$ cat src/rtl/rcdm_pkg.sv
// Shared types, register codes and arithmetic constants of the differential drive mixer.
package rcdm_pkg;

    // One word of raw receiver channels.
    typedef struct packed {
        logic [11:0] raw_steer;
        logic [11:0] raw_throttle;
        logic [11:0] raw_accel;
        logic [11:0] raw_mode;
        logic [11:0] raw_intake;
    } t_in_word;

    // One word of motor and intake commands.
    typedef struct packed {
        logic        left_reverse;
        logic [6:0]  left_speed;
        logic        right_reverse;
        logic [6:0]  right_speed;
        logic [11:0] intake_pulse;
        logic        climb_active;
    } t_out_word;

    typedef enum logic [1:0] {
        CFG_DRIVE_DEADBAND = 2'd0,
        CFG_INTAKE_MIN     = 2'd1,
        CFG_INTAKE_MAX     = 2'd2,
        CFG_INTAKE_STOP    = 2'd3
    } t_cfg_idx;

    localparam int NUM_CHAN   = 5;
    localparam int STEER_IDX  = 0;
    localparam int THROT_IDX  = 1;
    localparam int ACCEL_IDX  = 2;
    localparam int MODE_IDX   = 3;
    localparam int INTAKE_IDX = 4;

    localparam logic [11:0] RAW_PRESENT_MIN  = 12'd100;
    localparam logic [12:0] RAW_LO           = 13'd1000;
    localparam logic [9:0]  CHAN_OFFSET      = 10'd100;
    localparam logic [8:0]  SWITCH_THRESHOLD = 9'd50;
    localparam logic [6:0]  SIDE_LIMIT       = 7'd127;
    localparam logic [6:0]  CLIMB_TURN_MAX   = 7'd76;
    localparam logic [5:0]  INTAKE_SNAP      = 6'd40;

    // Reciprocal constants: floor(x / d) == (x * K) >> SH over the value ranges used.
    localparam logic [15:0] RECIP5_K    = 16'd52429;
    localparam int          RECIP5_SH   = 18;
    localparam int          RECIP10_SH  = 19;
    localparam logic [18:0] RECIP100_K  = 19'd335545;
    localparam int          RECIP100_SH = 25;
    localparam logic [21:0] RECIP200_K  = 22'd2684355;
    localparam int          RECIP200_SH = 29;

    localparam logic [6:0]  DEADBAND_RST    = 7'd5;
    localparam logic [11:0] INTAKE_MIN_RST  = 12'd1000;
    localparam logic [11:0] INTAKE_MAX_RST  = 12'd2000;
    localparam logic [11:0] INTAKE_STOP_RST = 12'd1500;

endpackage

$ cat src/rtl/rc_differential_drive_mixer.sv
// Arcade-style differential drive mixer: RC channels in, side commands and intake pulse out.
// Eight register stages (stages 1 to 7 and the output register); o_done is registered
// alongside the result word. Throughput: one word per cycle outside reset, set by the
// reciprocal and product multipliers, each of which owns a stage. busy is low outside reset.
// Reset (synchronous, i_rst_n low): flush all stage valid bits, load register defaults.
module rc_differential_drive_mixer (
    input  logic                i_clk,
    input  logic                i_rst_n,
    input  logic                start,
    output logic                busy,
    input  rcdm_pkg::t_in_word  i_item,
    output logic                o_done,
    output rcdm_pkg::t_out_word o_result,
    input  logic                i_cfg_we,
    input  rcdm_pkg::t_cfg_idx  i_cfg_idx,
    input  logic [11:0]         i_cfg_data
);
    import rcdm_pkg::*;

    // ------------------------------------------------------------------
    // Configuration registers
    // ------------------------------------------------------------------
    logic [6:0]  r_db;
    logic [11:0] r_imin;
    logic [11:0] r_imax;
    logic [11:0] r_istop;

    always_ff @(posedge i_clk) begin
        if (!i_rst_n) begin
            r_db    <= DEADBAND_RST;
            r_imin  <= INTAKE_MIN_RST;
            r_imax  <= INTAKE_MAX_RST;
            r_istop <= INTAKE_STOP_RST;
        end else if (i_cfg_we) begin
            unique case (i_cfg_idx)
                CFG_DRIVE_DEADBAND: r_db    <= i_cfg_data[6:0];
                CFG_INTAKE_MIN:     r_imin  <= i_cfg_data;
                CFG_INTAKE_MAX:     r_imax  <= i_cfg_data;
                CFG_INTAKE_STOP:    r_istop <= i_cfg_data;
            endcase
        end
    end

    // No backpressure: the pipeline takes a word every cycle once out of reset.
    assign busy = !i_rst_n;

    // ------------------------------------------------------------------
    // Stage valid bits
    // ------------------------------------------------------------------
    logic r_s1_vld, r_s2_vld, r_s3_vld, r_s4_vld, r_s5_vld, r_s6_vld, r_s7_vld, r_out_vld;

    always_ff @(posedge i_clk) begin
        if (!i_rst_n) begin
            r_s1_vld  <= 1'b0;
            r_s2_vld  <= 1'b0;
            r_s3_vld  <= 1'b0;
            r_s4_vld  <= 1'b0;
            r_s5_vld  <= 1'b0;
            r_s6_vld  <= 1'b0;
            r_s7_vld  <= 1'b0;
            r_out_vld <= 1'b0;
        end else begin
            r_s1_vld  <= start && !busy;
            r_s2_vld  <= r_s1_vld;
            r_s3_vld  <= r_s2_vld;
            r_s4_vld  <= r_s3_vld;
            r_s5_vld  <= r_s4_vld;
            r_s6_vld  <= r_s5_vld;
            r_s7_vld  <= r_s6_vld;
            r_out_vld <= r_s7_vld;
        end
    end

    // ------------------------------------------------------------------
    // Stage 1: distance from 1000, magnitude times reciprocal of 5
    // (division by 10 reuses the same product with one more shift).
    // ------------------------------------------------------------------
    logic [11:0]        w_raw     [NUM_CHAN];
    logic signed [12:0] w_s0_dist [NUM_CHAN];
    logic [11:0]        w_s0_mag  [NUM_CHAN];
    logic [27:0]        n_s1_prod [NUM_CHAN];
    logic               n_s1_neg  [NUM_CHAN];
    logic               n_s1_pres [NUM_CHAN];
    logic [27:0]        r_s1_prod [NUM_CHAN];
    logic               r_s1_neg  [NUM_CHAN];
    logic               r_s1_pres [NUM_CHAN];

    assign w_raw[STEER_IDX]  = i_item.raw_steer;
    assign w_raw[THROT_IDX]  = i_item.raw_throttle;
    assign w_raw[ACCEL_IDX]  = i_item.raw_accel;
    assign w_raw[MODE_IDX]   = i_item.raw_mode;
    assign w_raw[INTAKE_IDX] = i_item.raw_intake;

    always_comb begin
        for (int c = 0; c < NUM_CHAN; c++) begin
            w_s0_dist[c] = $signed({1'b0, w_raw[c]}) - $signed(RAW_LO);
            w_s0_mag[c]  = w_s0_dist[c][12] ? 12'(-w_s0_dist[c]) : w_s0_dist[c][11:0];
            n_s1_prod[c] = 28'(w_s0_mag[c]) * 28'(RECIP5_K);
            n_s1_neg[c]  = w_s0_dist[c][12];
            n_s1_pres[c] = (w_raw[c] >= RAW_PRESENT_MIN);
        end
    end

    always_ff @(posedge i_clk) begin
        for (int c = 0; c < NUM_CHAN; c++) begin
            r_s1_prod[c] <= n_s1_prod[c];
            r_s1_neg[c]  <= n_s1_neg[c];
            r_s1_pres[c] <= n_s1_pres[c];
        end
    end

    // ------------------------------------------------------------------
    // Stage 2: mapped channel values as sign and magnitude.
    // Steer and intake are kept offset by +100, which is what the later
    // maps consume; an absent channel maps to 0, i.e. 100 after offset.
    // ------------------------------------------------------------------
    logic [9:0]         w_q5_steer, w_q5_throt, w_q5_intake;
    logic [8:0]         w_q10_accel, w_q10_mode;
    logic signed [11:0] w_thr;
    logic [9:0]         n_s2_stp_m, n_s2_inp_m, n_s2_thr_m;
    logic [8:0]         n_s2_acc_m;
    logic               n_s2_stp_n, n_s2_inp_n, n_s2_thr_n, n_s2_acc_n, n_s2_climb;
    logic [9:0]         r_s2_stp_m, r_s2_inp_m, r_s2_thr_m;
    logic [8:0]         r_s2_acc_m;
    logic               r_s2_stp_n, r_s2_inp_n, r_s2_thr_n, r_s2_acc_n, r_s2_climb;

    always_comb begin
        w_q5_steer  = r_s1_prod[STEER_IDX][RECIP5_SH +: 10];
        w_q5_throt  = r_s1_prod[THROT_IDX][RECIP5_SH +: 10];
        w_q5_intake = r_s1_prod[INTAKE_IDX][RECIP5_SH +: 10];
        w_q10_accel = r_s1_prod[ACCEL_IDX][RECIP10_SH +: 9];
        w_q10_mode  = r_s1_prod[MODE_IDX][RECIP10_SH +: 9];

        n_s2_stp_m = r_s1_pres[STEER_IDX] ? w_q5_steer : CHAN_OFFSET;
        n_s2_stp_n = r_s1_pres[STEER_IDX] && r_s1_neg[STEER_IDX];
        n_s2_inp_m = r_s1_pres[INTAKE_IDX] ? w_q5_intake : CHAN_OFFSET;
        n_s2_inp_n = r_s1_pres[INTAKE_IDX] && r_s1_neg[INTAKE_IDX];

        w_thr = r_s1_neg[THROT_IDX] ? -$signed({2'b0, w_q5_throt}) : $signed({2'b0, w_q5_throt});
        w_thr = w_thr - $signed({2'b0, CHAN_OFFSET});
        if (!r_s1_pres[THROT_IDX]) begin
            w_thr = '0;
        end
        n_s2_thr_n = w_thr[11];
        n_s2_thr_m = w_thr[11] ? 10'(-w_thr) : w_thr[9:0];

        n_s2_acc_m = r_s1_pres[ACCEL_IDX] ? w_q10_accel : '0;
        n_s2_acc_n = r_s1_pres[ACCEL_IDX] && r_s1_neg[ACCEL_IDX];

        n_s2_climb = r_s1_pres[MODE_IDX] && !r_s1_neg[MODE_IDX]
                     && (w_q10_mode > SWITCH_THRESHOLD);
    end

    always_ff @(posedge i_clk) begin
        r_s2_stp_m <= n_s2_stp_m;
        r_s2_stp_n <= n_s2_stp_n;
        r_s2_inp_m <= n_s2_inp_m;
        r_s2_inp_n <= n_s2_inp_n;
        r_s2_thr_m <= n_s2_thr_m;
        r_s2_thr_n <= n_s2_thr_n;
        r_s2_acc_m <= n_s2_acc_m;
        r_s2_acc_n <= n_s2_acc_n;
        r_s2_climb <= n_s2_climb;
    end

    // ------------------------------------------------------------------
    // Stage 3: first products. accel*127 (scale), |throttle|*127 (climb
    // adjust), steer*76 (climb turn), intake*(max - min) (servo span).
    // ------------------------------------------------------------------
    logic signed [12:0] w_span;
    logic [11:0]        w_span_m;
    logic [15:0]        n_s3_acc_prod, n_s3_tc_prod;
    logic [16:0]        n_s3_adj_prod;
    logic [21:0]        n_s3_in_prod;
    logic               n_s3_in_n;
    logic [15:0]        r_s3_acc_prod, r_s3_tc_prod;
    logic [16:0]        r_s3_adj_prod;
    logic [21:0]        r_s3_in_prod;
    logic               r_s3_in_n;
    logic [9:0]         r_s3_stp_m, r_s3_thr_m;
    logic               r_s3_stp_n, r_s3_thr_n, r_s3_acc_n, r_s3_climb;

    always_comb begin
        w_span        = $signed({1'b0, r_imax}) - $signed({1'b0, r_imin});
        w_span_m      = w_span[12] ? 12'(-w_span) : w_span[11:0];
        n_s3_acc_prod = 16'(r_s2_acc_m) * 16'(SIDE_LIMIT);
        n_s3_adj_prod = 17'(r_s2_thr_m) * 17'(SIDE_LIMIT);
        n_s3_tc_prod  = 16'(r_s2_stp_m) * 16'(CLIMB_TURN_MAX);
        n_s3_in_prod  = 22'(r_s2_inp_m) * 22'(w_span_m);
        n_s3_in_n     = r_s2_inp_n ^ w_span[12];
    end

    always_ff @(posedge i_clk) begin
        r_s3_acc_prod <= n_s3_acc_prod;
        r_s3_adj_prod <= n_s3_adj_prod;
        r_s3_tc_prod  <= n_s3_tc_prod;
        r_s3_in_prod  <= n_s3_in_prod;
        r_s3_in_n     <= n_s3_in_n;
        r_s3_stp_m    <= r_s2_stp_m;
        r_s3_stp_n    <= r_s2_stp_n;
        r_s3_thr_m    <= r_s2_thr_m;
        r_s3_thr_n    <= r_s2_thr_n;
        r_s3_acc_n    <= r_s2_acc_n;
        r_s3_climb    <= r_s2_climb;
    end

    // ------------------------------------------------------------------
    // Stage 4: divide the first products by 100 or 200 via reciprocals.
    // Magnitudes are divided, so the quotient truncates toward zero.
    // ------------------------------------------------------------------
    logic [34:0] w_mag_full, w_tcq_full;
    logic [35:0] w_adj_full;
    logic [43:0] w_iq_full;
    logic [8:0]  n_s4_mag_m, n_s4_tcq;
    logic [9:0]  n_s4_adj_m;
    logic [13:0] n_s4_iq;
    logic [8:0]  r_s4_mag_m, r_s4_tcq;
    logic [9:0]  r_s4_adj_m;
    logic [13:0] r_s4_iq;
    logic        r_s4_in_n;
    logic [9:0]  r_s4_stp_m, r_s4_thr_m;
    logic        r_s4_stp_n, r_s4_thr_n, r_s4_mag_n, r_s4_climb;

    always_comb begin
        w_mag_full = 35'(r_s3_acc_prod) * 35'(RECIP100_K);
        w_adj_full = 36'(r_s3_adj_prod) * 36'(RECIP100_K);
        w_tcq_full = 35'(r_s3_tc_prod) * 35'(RECIP100_K);
        w_iq_full  = 44'(r_s3_in_prod) * 44'(RECIP200_K);
        n_s4_mag_m = w_mag_full[RECIP100_SH +: 9];
        n_s4_adj_m = w_adj_full[RECIP100_SH +: 10];
        n_s4_tcq   = w_tcq_full[RECIP100_SH +: 9];
        n_s4_iq    = w_iq_full[RECIP200_SH +: 14];
    end

    always_ff @(posedge i_clk) begin
        r_s4_mag_m <= n_s4_mag_m;
        r_s4_adj_m <= n_s4_adj_m;
        r_s4_tcq   <= n_s4_tcq;
        r_s4_iq    <= n_s4_iq;
        r_s4_in_n  <= r_s3_in_n;
        r_s4_stp_m <= r_s3_stp_m;
        r_s4_stp_n <= r_s3_stp_n;
        r_s4_thr_m <= r_s3_thr_m;
        r_s4_thr_n <= r_s3_thr_n;
        r_s4_mag_n <= r_s3_acc_n;
        r_s4_climb <= r_s3_climb;
    end

    // ------------------------------------------------------------------
    // Side clamp to +/-127, shared by the climb forward term and the sides.
    // ------------------------------------------------------------------
    function automatic logic signed [7:0] clamp_side(input logic signed [14:0] v);
        logic signed [14:0] lim;
        lim = $signed(15'(SIDE_LIMIT));
        if (v > lim) begin
            clamp_side = 8'(lim);
        end else if (v < -lim) begin
            clamp_side = 8'(-lim);
        end else begin
            clamp_side = v[7:0];
        end
    endfunction

    // ------------------------------------------------------------------
    // Stage 5: normal-mode products with the scale; climb forward and
    // turn terms; raw intake pulse before clamping.
    // ------------------------------------------------------------------
    logic signed [9:0]  w_magv;
    logic signed [10:0] w_adj;
    logic signed [11:0] w_csum;
    logic [17:0]        n_s5_nf_prod, n_s5_nt_prod;
    logic signed [7:0]  n_s5_cfwd;
    logic signed [10:0] n_s5_cturn;
    logic signed [15:0] n_s5_us;
    logic [17:0]        r_s5_nf_prod, r_s5_nt_prod;
    logic               r_s5_nf_n, r_s5_nt_n, r_s5_climb;
    logic signed [9:0]  r_s5_magv;
    logic signed [7:0]  r_s5_cfwd;
    logic signed [10:0] r_s5_cturn;
    logic signed [15:0] r_s5_us;

    always_comb begin
        n_s5_nf_prod = 18'(r_s4_thr_m) * 18'(r_s4_mag_m);
        n_s5_nt_prod = 18'(r_s4_stp_m) * 18'(r_s4_mag_m);

        w_magv = r_s4_mag_n ? -$signed({1'b0, r_s4_mag_m}) : $signed({1'b0, r_s4_mag_m});
        w_adj  = r_s4_thr_n ? -$signed({1'b0, r_s4_adj_m}) : $signed({1'b0, r_s4_adj_m});
        w_csum = 12'(w_adj) + 12'(w_magv);
        n_s5_cfwd = clamp_side(15'(-w_csum));

        n_s5_cturn = (r_s4_stp_n ? -$signed({2'b0, r_s4_tcq}) : $signed({2'b0, r_s4_tcq}))
                     - $signed({4'b0, CLIMB_TURN_MAX});

        n_s5_us = (r_s4_in_n ? -$signed({2'b0, r_s4_iq}) : $signed({2'b0, r_s4_iq}))
                  + $signed({4'b0, r_imin});
    end

    always_ff @(posedge i_clk) begin
        r_s5_nf_prod <= n_s5_nf_prod;
        r_s5_nt_prod <= n_s5_nt_prod;
        r_s5_nf_n    <= r_s4_thr_n ^ r_s4_mag_n;
        r_s5_nt_n    <= r_s4_stp_n ^ r_s4_mag_n;
        r_s5_magv    <= w_magv;
        r_s5_cfwd    <= n_s5_cfwd;
        r_s5_cturn   <= n_s5_cturn;
        r_s5_us      <= n_s5_us;
        r_s5_climb   <= r_s4_climb;
    end

    // ------------------------------------------------------------------
    // Stage 6: normal-mode quotients by 100; clamp the intake pulse
    // (low limit first, so it wins for a pulse below min even when min exceeds max).
    // ------------------------------------------------------------------
    logic [36:0]        w_nf_full, w_nt_full;
    logic signed [15:0] w_imin_s, w_imax_s;
    logic [10:0]        n_s6_nf_m;
    logic [11:0]        n_s6_nt_m;
    logic [11:0]        n_s6_us;
    logic [10:0]        r_s6_nf_m;
    logic [11:0]        r_s6_nt_m;
    logic [11:0]        r_s6_us;
    logic               r_s6_nf_n, r_s6_nt_n, r_s6_climb;
    logic signed [9:0]  r_s6_magv;
    logic signed [7:0]  r_s6_cfwd;
    logic signed [10:0] r_s6_cturn;

    always_comb begin
        w_nf_full = 37'(r_s5_nf_prod) * 37'(RECIP100_K);
        w_nt_full = 37'(r_s5_nt_prod) * 37'(RECIP100_K);
        n_s6_nf_m = w_nf_full[RECIP100_SH +: 11];
        n_s6_nt_m = w_nt_full[RECIP100_SH +: 12];

        w_imin_s = $signed({4'b0, r_imin});
        w_imax_s = $signed({4'b0, r_imax});
        priority if (r_s5_us < w_imin_s) begin
            n_s6_us = r_imin;
        end else if (r_s5_us > w_imax_s) begin
            n_s6_us = r_imax;
        end else begin
            n_s6_us = r_s5_us[11:0];
        end
    end

    always_ff @(posedge i_clk) begin
        r_s6_nf_m  <= n_s6_nf_m;
        r_s6_nt_m  <= n_s6_nt_m;
        r_s6_us    <= n_s6_us;
        r_s6_nf_n  <= r_s5_nf_n;
        r_s6_nt_n  <= r_s5_nt_n;
        r_s6_magv  <= r_s5_magv;
        r_s6_cfwd  <= r_s5_cfwd;
        r_s6_cturn <= r_s5_cturn;
        r_s6_climb <= r_s5_climb;
    end

    // ------------------------------------------------------------------
    // Stage 7: mix the sides for the active mode and clamp them; snap the
    // intake pulse to stop when it lies within the snap band.
    // ------------------------------------------------------------------
    logic signed [12:0] w_nfwd, w_nturn, w_idiff;
    logic [12:0]        w_idiff_m;
    logic signed [14:0] w_left, w_right;
    logic signed [7:0]  n_s7_left, n_s7_right;
    logic [11:0]        n_s7_us;
    logic signed [7:0]  r_s7_left, r_s7_right;
    logic [11:0]        r_s7_us;
    logic               r_s7_climb;

    always_comb begin
        w_nfwd  = r_s6_nf_n ? -$signed({2'b0, r_s6_nf_m}) : $signed({2'b0, r_s6_nf_m});
        w_nturn = (r_s6_nt_n ? -$signed({1'b0, r_s6_nt_m}) : $signed({1'b0, r_s6_nt_m}))
                  - 13'(r_s6_magv);
        if (r_s6_climb) begin
            w_left  = 15'(r_s6_cfwd) - 15'(r_s6_cturn);
            w_right = 15'(r_s6_cfwd) + 15'(r_s6_cturn);
        end else begin
            w_left  = 15'(w_nfwd) + 15'(w_nturn);
            w_right = 15'(w_nfwd) - 15'(w_nturn);
        end
        n_s7_left  = clamp_side(w_left);
        n_s7_right = clamp_side(w_right);

        w_idiff   = $signed({1'b0, r_s6_us}) - $signed({1'b0, r_istop});
        w_idiff_m = w_idiff[12] ? 13'(-w_idiff) : 13'(w_idiff);
        n_s7_us   = (w_idiff_m < 13'(INTAKE_SNAP)) ? r_istop : r_s6_us;
    end

    always_ff @(posedge i_clk) begin
        r_s7_left  <= n_s7_left;
        r_s7_right <= n_s7_right;
        r_s7_us    <= n_s7_us;
        r_s7_climb <= r_s6_climb;
    end

    // ------------------------------------------------------------------
    // Output stage: deadband, then direction and speed. A zeroed side
    // reports forward.
    // ------------------------------------------------------------------
    logic [6:0] w_lmag, w_rmag;
    logic       w_ldead, w_rdead;
    t_out_word  n_out;
    t_out_word  r_out;

    always_comb begin
        w_lmag  = r_s7_left[7] ? 7'(-r_s7_left) : r_s7_left[6:0];
        w_rmag  = r_s7_right[7] ? 7'(-r_s7_right) : r_s7_right[6:0];
        w_ldead = (w_lmag < r_db);
        w_rdead = (w_rmag < r_db);

        n_out.left_reverse  = r_s7_left[7] && !w_ldead;
        n_out.left_speed    = w_ldead ? '0 : w_lmag;
        n_out.right_reverse = r_s7_right[7] && !w_rdead;
        n_out.right_speed   = w_rdead ? '0 : w_rmag;
        n_out.intake_pulse  = r_s7_us;
        n_out.climb_active  = r_s7_climb;
    end

    always_ff @(posedge i_clk) begin
        r_out <= n_out;
    end

    assign o_done   = r_out_vld;
    assign o_result = r_out;

endmodule
$ cat config.mk
export PLATFORM = sky130hd
export DESIGN_NAME = rc_differential_drive_mixer
export DESIGN_NICKNAME = d
export VERILOG_FILES = /design/src/rtl/rcdm_pkg.sv /design/src/rtl/rc_differential_drive_mixer.sv
export SDC_FILE = /design/constraint.sdc
export NUM_CORES = 2
export LEC_CHECK = 0
export ABC_AREA = 1
export BUFFER_PORTS_ARGS = -buffer_cell sky130_fd_sc_hd__buf_2
export CORE_ASPECT_RATIO = 0.9
export CORE_MARGIN = 2
export CORE_UTILIZATION = 65
export CTS_BUF_LIST = sky130_fd_sc_hd__clkbuf_4 sky130_fd_sc_hd__clkbuf_8
export CTS_CLUSTER_DIAMETER = 50
export DETAILED_ROUTE_END_ITERATION = 10
export PLACE_DENSITY = 0.82
export RECOVER_POWER = 100
export SLEW_MARGIN = 20
export SYNTH_ARGS = -nofsm -noshare
export SYNTH_HDL_FRONTEND = slang
export SYNTH_SLANG_ARGS = --single-unit
$ cat constraint.sdc
create_clock -name i_clk -period 10 [get_ports i_clk]
set_input_delay 1.5 -clock i_clk [delete_from_list [all_inputs] [get_ports i_clk]]
set_output_delay 1.5 -clock i_clk [all_outputs]
set_load 0.02 [all_outputs]
# Word level (Yosys, flattened, before mapping)

Memories as Yosys holds them, arrays and structs flattened. A register that Yosys moved wholly into a read port is not among the register bits.
Index checks and enable logic that the tools add are counted.

Flip-flop bits (word level): 436
Memories: 3
Input bits: 78
Logic and storage cells: 197
Bits in writable memories: 150

Multiply operators: 17
Eq/ne operators: 3
Bitwise operators: 3
$lt $le $gt $ge: 17
Mux-type cells: 26
Add/sub/neg operators: 34
Reduce and logical (&&, ||, !) cells: 23

Memories:

| name      | words | bits a word | rd ports | clocked after memory_dff | wr ports | RTL line                          | source |
|---|---|---|---|---|---|---|---|
| r_s1_prod | 5     | 28          | 5        | 3                        | 5        | rc_differential_drive_mixer.sv:84 | `logic [27:0] r_s1_prod [NUM_CHAN];` |
| r_s1_neg  | 5     | 1           | 5        | 0                        | 5        | rc_differential_drive_mixer.sv:85 | `logic r_s1_neg [NUM_CHAN];` |
| r_s1_pres | 5     | 1           | 5        | 0                        | 5        | rc_differential_drive_mixer.sv:86 | `logic r_s1_pres [NUM_CHAN];` |

Operator list:

| operator                                                                             | number |
|---|---|
| 12-bit by 16-bit multiplier with 28-bit output, second input constant                | 5 |
| 12-bit 2-to-1 mux                                                                    | 11 |
| 12-bit negation                                                                      | 6 |
| 12-bit by 10-bit subtractor with 13-bit output, second input constant                | 5 |
| 12-bit by 7-bit greater-or-equal comparator with 1-bit output, second input constant | 5 |
| 15-bit by 8-bit greater-than comparator with 1-bit output, second input constant     | 3 |
| 15-bit by 8-bit less-than comparator with 1-bit output, second input constant        | 3 |
| 22-bit by 22-bit multiplier with 43-bit output, second input constant                | 1 |
| 13-bit 2-to-1 mux                                                                    | 3 |
| 18-bit by 19-bit multiplier with 37-bit output, second input constant                | 1 |
| 10-bit by 9-bit multiplier with 18-bit output                                        | 2 |
| 18-bit by 19-bit multiplier with 36-bit output, second input constant                | 1 |
| 17-bit by 19-bit multiplier with 35-bit output, second input constant                | 1 |
| 16-bit by 19-bit multiplier with 34-bit output, second input constant                | 1 |
| 14-bit by 19-bit multiplier with 32-bit output, second input constant                | 1 |
| 15-bit 2-to-1 mux                                                                    | 2 |
| 12-bit by 12-bit subtractor with 13-bit output                                       | 2 |
| 8-bit 2-to-1 mux                                                                     | 3 |
| 10-bit by 12-bit multiplier with 22-bit output                                       | 1 |
| 11-bit 2-to-1 mux                                                                    | 2 |
| 10-bit 2-to-1 mux                                                                    | 2 |
| 10-bit by 7-bit multiplier with 17-bit output, second input constant                 | 1 |
| 16-bit by 13-bit adder with 16-bit output                                            | 1 |
| 16-bit by 13-bit greater-than comparator with 1-bit output                           | 1 |
| other kinds (35)                                                                     | 59 |

# Depth between registers and ports, before layout

Depth in word-level cells: 7
Gate-level depth with buffers: 33
Mapped depth without buffers: 33

# Least setup slack after synthesis

No wires, ideal clock.

Path kind: input to register
Start point: input port i_item[4] (netlist name)
End point: memory r_s1_prod[4][27]
Arrival: 6,532 ps
Library setup time: 117 ps
Slack: 3,351 ps
Stages on the path: 31
Cells stage by stage: inv_1 -> ha_1 -> nor2_1 -> inv_1 -> nand2_1 -> inv_1 -> nor3_1 -> inv_1 -> o31ai_1 -> nand2_1 -> or2_1 -> inv_1 -> ha_1 -> fa_1 -> inv_1 -> fa_1 -> fa_1 -> inv_1 -> fa_1 -> ha_1 -> nand2_1 -> nor4_1 -> nand2_1 -> nand2_1 -> nand2_1 -> nand2_1 -> nand2_1 -> inv_1 -> nor2_1 -> nand2_1 -> nand2_1

RTL lines:

| what            | RTL line                          | source |
|---|---|---|
| start, declared | rc_differential_drive_mixer.sv:11 | `input rcdm_pkg::t_in_word i_item,` |
| end, declared   | rc_differential_drive_mixer.sv:84 |  |

# Worst setup path after layout

Start point: register r_imin[9]
End point: register r_s3_in_prod[15]

Cells in the longest elaborated chain, start to end: 4

RTL lines:

| what                                             | RTL line                           | source |
|---|---|---|
| start, declared                                  | rc_differential_drive_mixer.sv:24  | `logic [11:0] r_imin;` |
| start signal, assigned                           | rc_differential_drive_mixer.sv:37  | `CFG_INTAKE_MIN: r_imin <= i_cfg_data;` |
| 12-bit by 12-bit subtractor with 13-bit output * | rc_differential_drive_mixer.sv:184 | `w_span = $signed({1'b0, r_imax}) - $signed({1'b0, r_imin});` |
| 12-bit negation                                  | rc_differential_drive_mixer.sv:185 | `w_span_m = w_span[12] ? 12'(-w_span) : w_span[11:0];` |
| 12-bit 2-to-1 mux *                              | rc_differential_drive_mixer.sv:185 |  |
| 10-bit by 12-bit multiplier with 22-bit output * | rc_differential_drive_mixer.sv:189 | `n_s3_in_prod = 22'(r_s2_inp_m) * 22'(w_span_m);` |
| named net n_s3_in_prod[15]                       | rc_differential_drive_mixer.sv:174 | `logic [21:0] n_s3_in_prod;` |
| end signal, assigned                             | rc_differential_drive_mixer.sv:197 | `r_s3_in_prod <= n_s3_in_prod;` |
| end, declared                                    | rc_differential_drive_mixer.sv:178 | `logic [21:0] r_s3_in_prod;` |

The timed path passes the listed nets; every way through them passes the cells marked *.
A chain may end at the register's enable or synchronous reset.

==> results by group <==
Die
  – Die W: approximately 400 µm
  – # IOs: 109
  – Die ar.: 0.137 mm²
  – Initial core utilization: 65.6%
  – Die Y: 352 µm
  – # rows: 127
  – CORE AREA: 0.133 mm²

Worst hold path
  – Worst hold stages: 0
  – Hold Crit Start: r_s5_cturn[10]
  – Worst hold path type: register to register
  – Worst Hold End: r_s6_cturn[10]

GRT
  – Routing usage on met3: between 4 and 5%
  – Overall global routing resource usage: 30.0%
  – Global-route wire length before repair: 340000 µm
  – Grt met2 use: ~50%
  – Vias in the first global route: 71.0k
  – Antenna violations before repair: 2
  – Overflow after GRT: 0
  – Met1 Track Usage GR: 40.6%
  – Largest net degree at the start of global routing: 46
  – GR peak layer: met2

Cells and area
  – Area of the multi-input gates: 0.0669 mm²
  – Design area: 0.0920 mm²
  – Filler cell count: 10.4k
  – Register Area: 0.0104 mm²
  – Area Overhead vs Synth: 5.21%
  – Commonest non-fill, non-tap cells in the layout: 2533 x inv_1, 1721 x ha_1, 1603 x nand2_1
  – # nets final: 13.6k
  – Layout cells sized above 1: 3.09%
  – Commonest non-fill, non-tap cell in the layout: inv_1
  – Post-layout util: between 60% and 70%

Drt
  – DRC: 0
  – TritonRoute pass-1 iters: 6
  – Post-DRT Antenna Nets: 0
  – Initial drt markers: ~4.7k
  – Final WL: 202000 µm
  – Routed len/inst: 16.3 µm
  – Via count: ~68k
  – DR vias/cell: 5.47

Logic synthesis
  – Yosys warns: 0
  – Primary FF master, synth: dfxtp_1
  – Register area share after synthesis: between 10% and 20%
  – Syn_nets: 13.4k
  – Post-synthesis cell count: approximately 10k
  – Unique masters post-synth: 60
  – Post-synth EDFFs: 0
  – Flops & latches, synth: ~520
  – Async S/R FF share, synth: 0%
  – Post-Syn Area: 0.0874 mm²
  – Mean Syn Cell Area: 8.35 µm²

Timing
  – Setup TNS: 0 ps
  – Final hold viol count: 0
  – Slew Limit Fails: 102
  – Final min period: 7380 ps
  – Worst Tran Pin Value: 1800 ps
  – WHS: 282 ps
  – Skew final: 74.7 ps
  – Final period util: 73.8%
  – F_max: 135 MHz
  – Final setup vio count: 0
  – Unrepaired setup endpoints after global routing: false
  – Slew margin rel.: -19.7%

Setup path
  – Reg-to-reg critical path endpoint: r_s3_in_prod[15]
  – Worst r2r path cells: 24
  – R2R Setup Slk: 2620 ps
  – Launching point of the worst reg2reg path: r_imin[9]
  – Critical Path Sink Type: register
  – CP Launch Type: register
  – Critical path peak fanout: 9
  – Req. time, crit path: about 11000 ps
  – WS Path Type: register to register
  – WP data arrival: ~8100 ps

Placed design
  – IO buf count: 108
  – Placer Congestion: around 0.99
  – Final HPWL DP: 175000 µm
  – Placed Area: around 0.09 mm²

CTS
  – Post-cts sizing count: 0
  – Post-CTS Repair Setup Buffers: 0
  – CTS root buffer: clkbuf_8
  – Worst-Skew Late Latency: 850 ps
  – TritonCTS clock tree: yes
  – Clk buf depth: 3
  – CTS Sinks: between 500 and 600
  – Clk pin slew, worst setup/hold paths: 60 ps
  – Htree depth: 3
  – Hold_buf cts: 0
  – CTS Buf Count: 95

Flow run
  – Max-cap check violation count: 3

Run status
  – Status: complete, but fails checks
  – Violated checks: capacitance limit, slew limit
## layer usage
layer  wire [µm]  share of wire [%]
met3       13200                6.6
met2       93700                 46
met5           0                  0
met4        5010                2.5
met1       89800                 44
## stage by stage
| stage | setup WS [ps] | instances |
|---|---|---|
| 4_1_cts | 3140 | 12400 |
| 3_3_place_gp | 2660 | 12200 |
| 6_report | 2620 | 12400 |
| 2_1_floorplan | 3350 | 10500 |
| 5_1_grt | 2160 | 12400 |
| 3_5_place_dp | 2620 | 12200 |
## logic make-up after synthesis
family,after synthesis,share of synthesized area (%)
xor gates and xnor gates,401,4.03
buffers and inverters,2655,11.5
DFF,521,11.9
adders and majority gates,2897,51.6
and+or+nand+nor,2812,13.4
AOI/OAI and AO/OA,1179,7.61
## worst max-delay path: stages (launching register included)
cell      delay (ps)
dfxtp_1          440
inv_1            140
ha_1             370
inv_2             90
o21bai_1         120
a221oi_2         280
nand3_1          350
o21ai_0         1100
inv_1            310
nand2_1          180
fa_1             470
fa_1             490
inv_1             50
fa_1             390
fa_1             510
inv_1             50
fa_1             470
inv_1             40
ha_1             330
a21oi_1          210
o21ai_0          100
a21o_1           180
a31oi_1          260
o21ai_0          140
xor2_1           170
## synth_stat cells, types with 101 or more instances
cell type | number | share of area [%]
o21ai_0 | 326 | 1.9
xnor2_1 | 101 | 1.0
nand2_1 | 1600 | 6.9
a21oi_1 | 541 | 3.1
dfxtp_1 | 521 | 12
nand3_1 | 349 | 2.0
inv_1 | 2530 | 11
nor3_1 | 105 | 0.60
ha_1 | 1721 | 25
fa_1 | 1176 | 27
nor2_1 | 557 | 2.4
xor2_1 | 298 | 3.0
## registers in the layout, summed over array words and instances (netlist names), 12 cells and up
signal	count
r_s3_acc_prod	16
r_s3_in_prod	22
r_s6_us	12
r_s6_nt_m	12
r_s5_nf_prod	18
r_s5_nt_prod	18
r_s7_us	12
o_result	29
r_imax	12
r_s4_iq	14
r_imin	12
r_istop	12
r_s1_prod	48
r_s5_us	16
r_s3_tc_prod	13
r_s3_adj_prod	16
## cell type report
type	count	area share [%]
clock inverter	45	0.639
tap	1741	2.37
sequential	521	11.3
multi-input combinational	7289	72.7
timing repair buffer	121	0.634
inverter	2559	10.4
clock buffer	131	1.82
antenna	2	0.00544
## how the worst max path moves through the flow
stage / startpoint / end / cells after the start
5_1_grt: r_imin[0] / r_s3_in_prod[17] / 26
3_5_place_dp: i_item[3] / r_s1_prod[4][25] / 32
6_report: r_imin[9] / r_s3_in_prod[15] / 24
2_1_floorplan: i_item[4] / r_s1_prod[4][27] / 31
3_3_place_gp: i_item[4] / r_s1_prod[4][25] / 32
4_1_cts: r_imin[9] / r_s3_in_prod[15] / 24
Power is not shown: default switching activity piles up to over one toggle a cycle in this logic, so the estimate is an artifact.
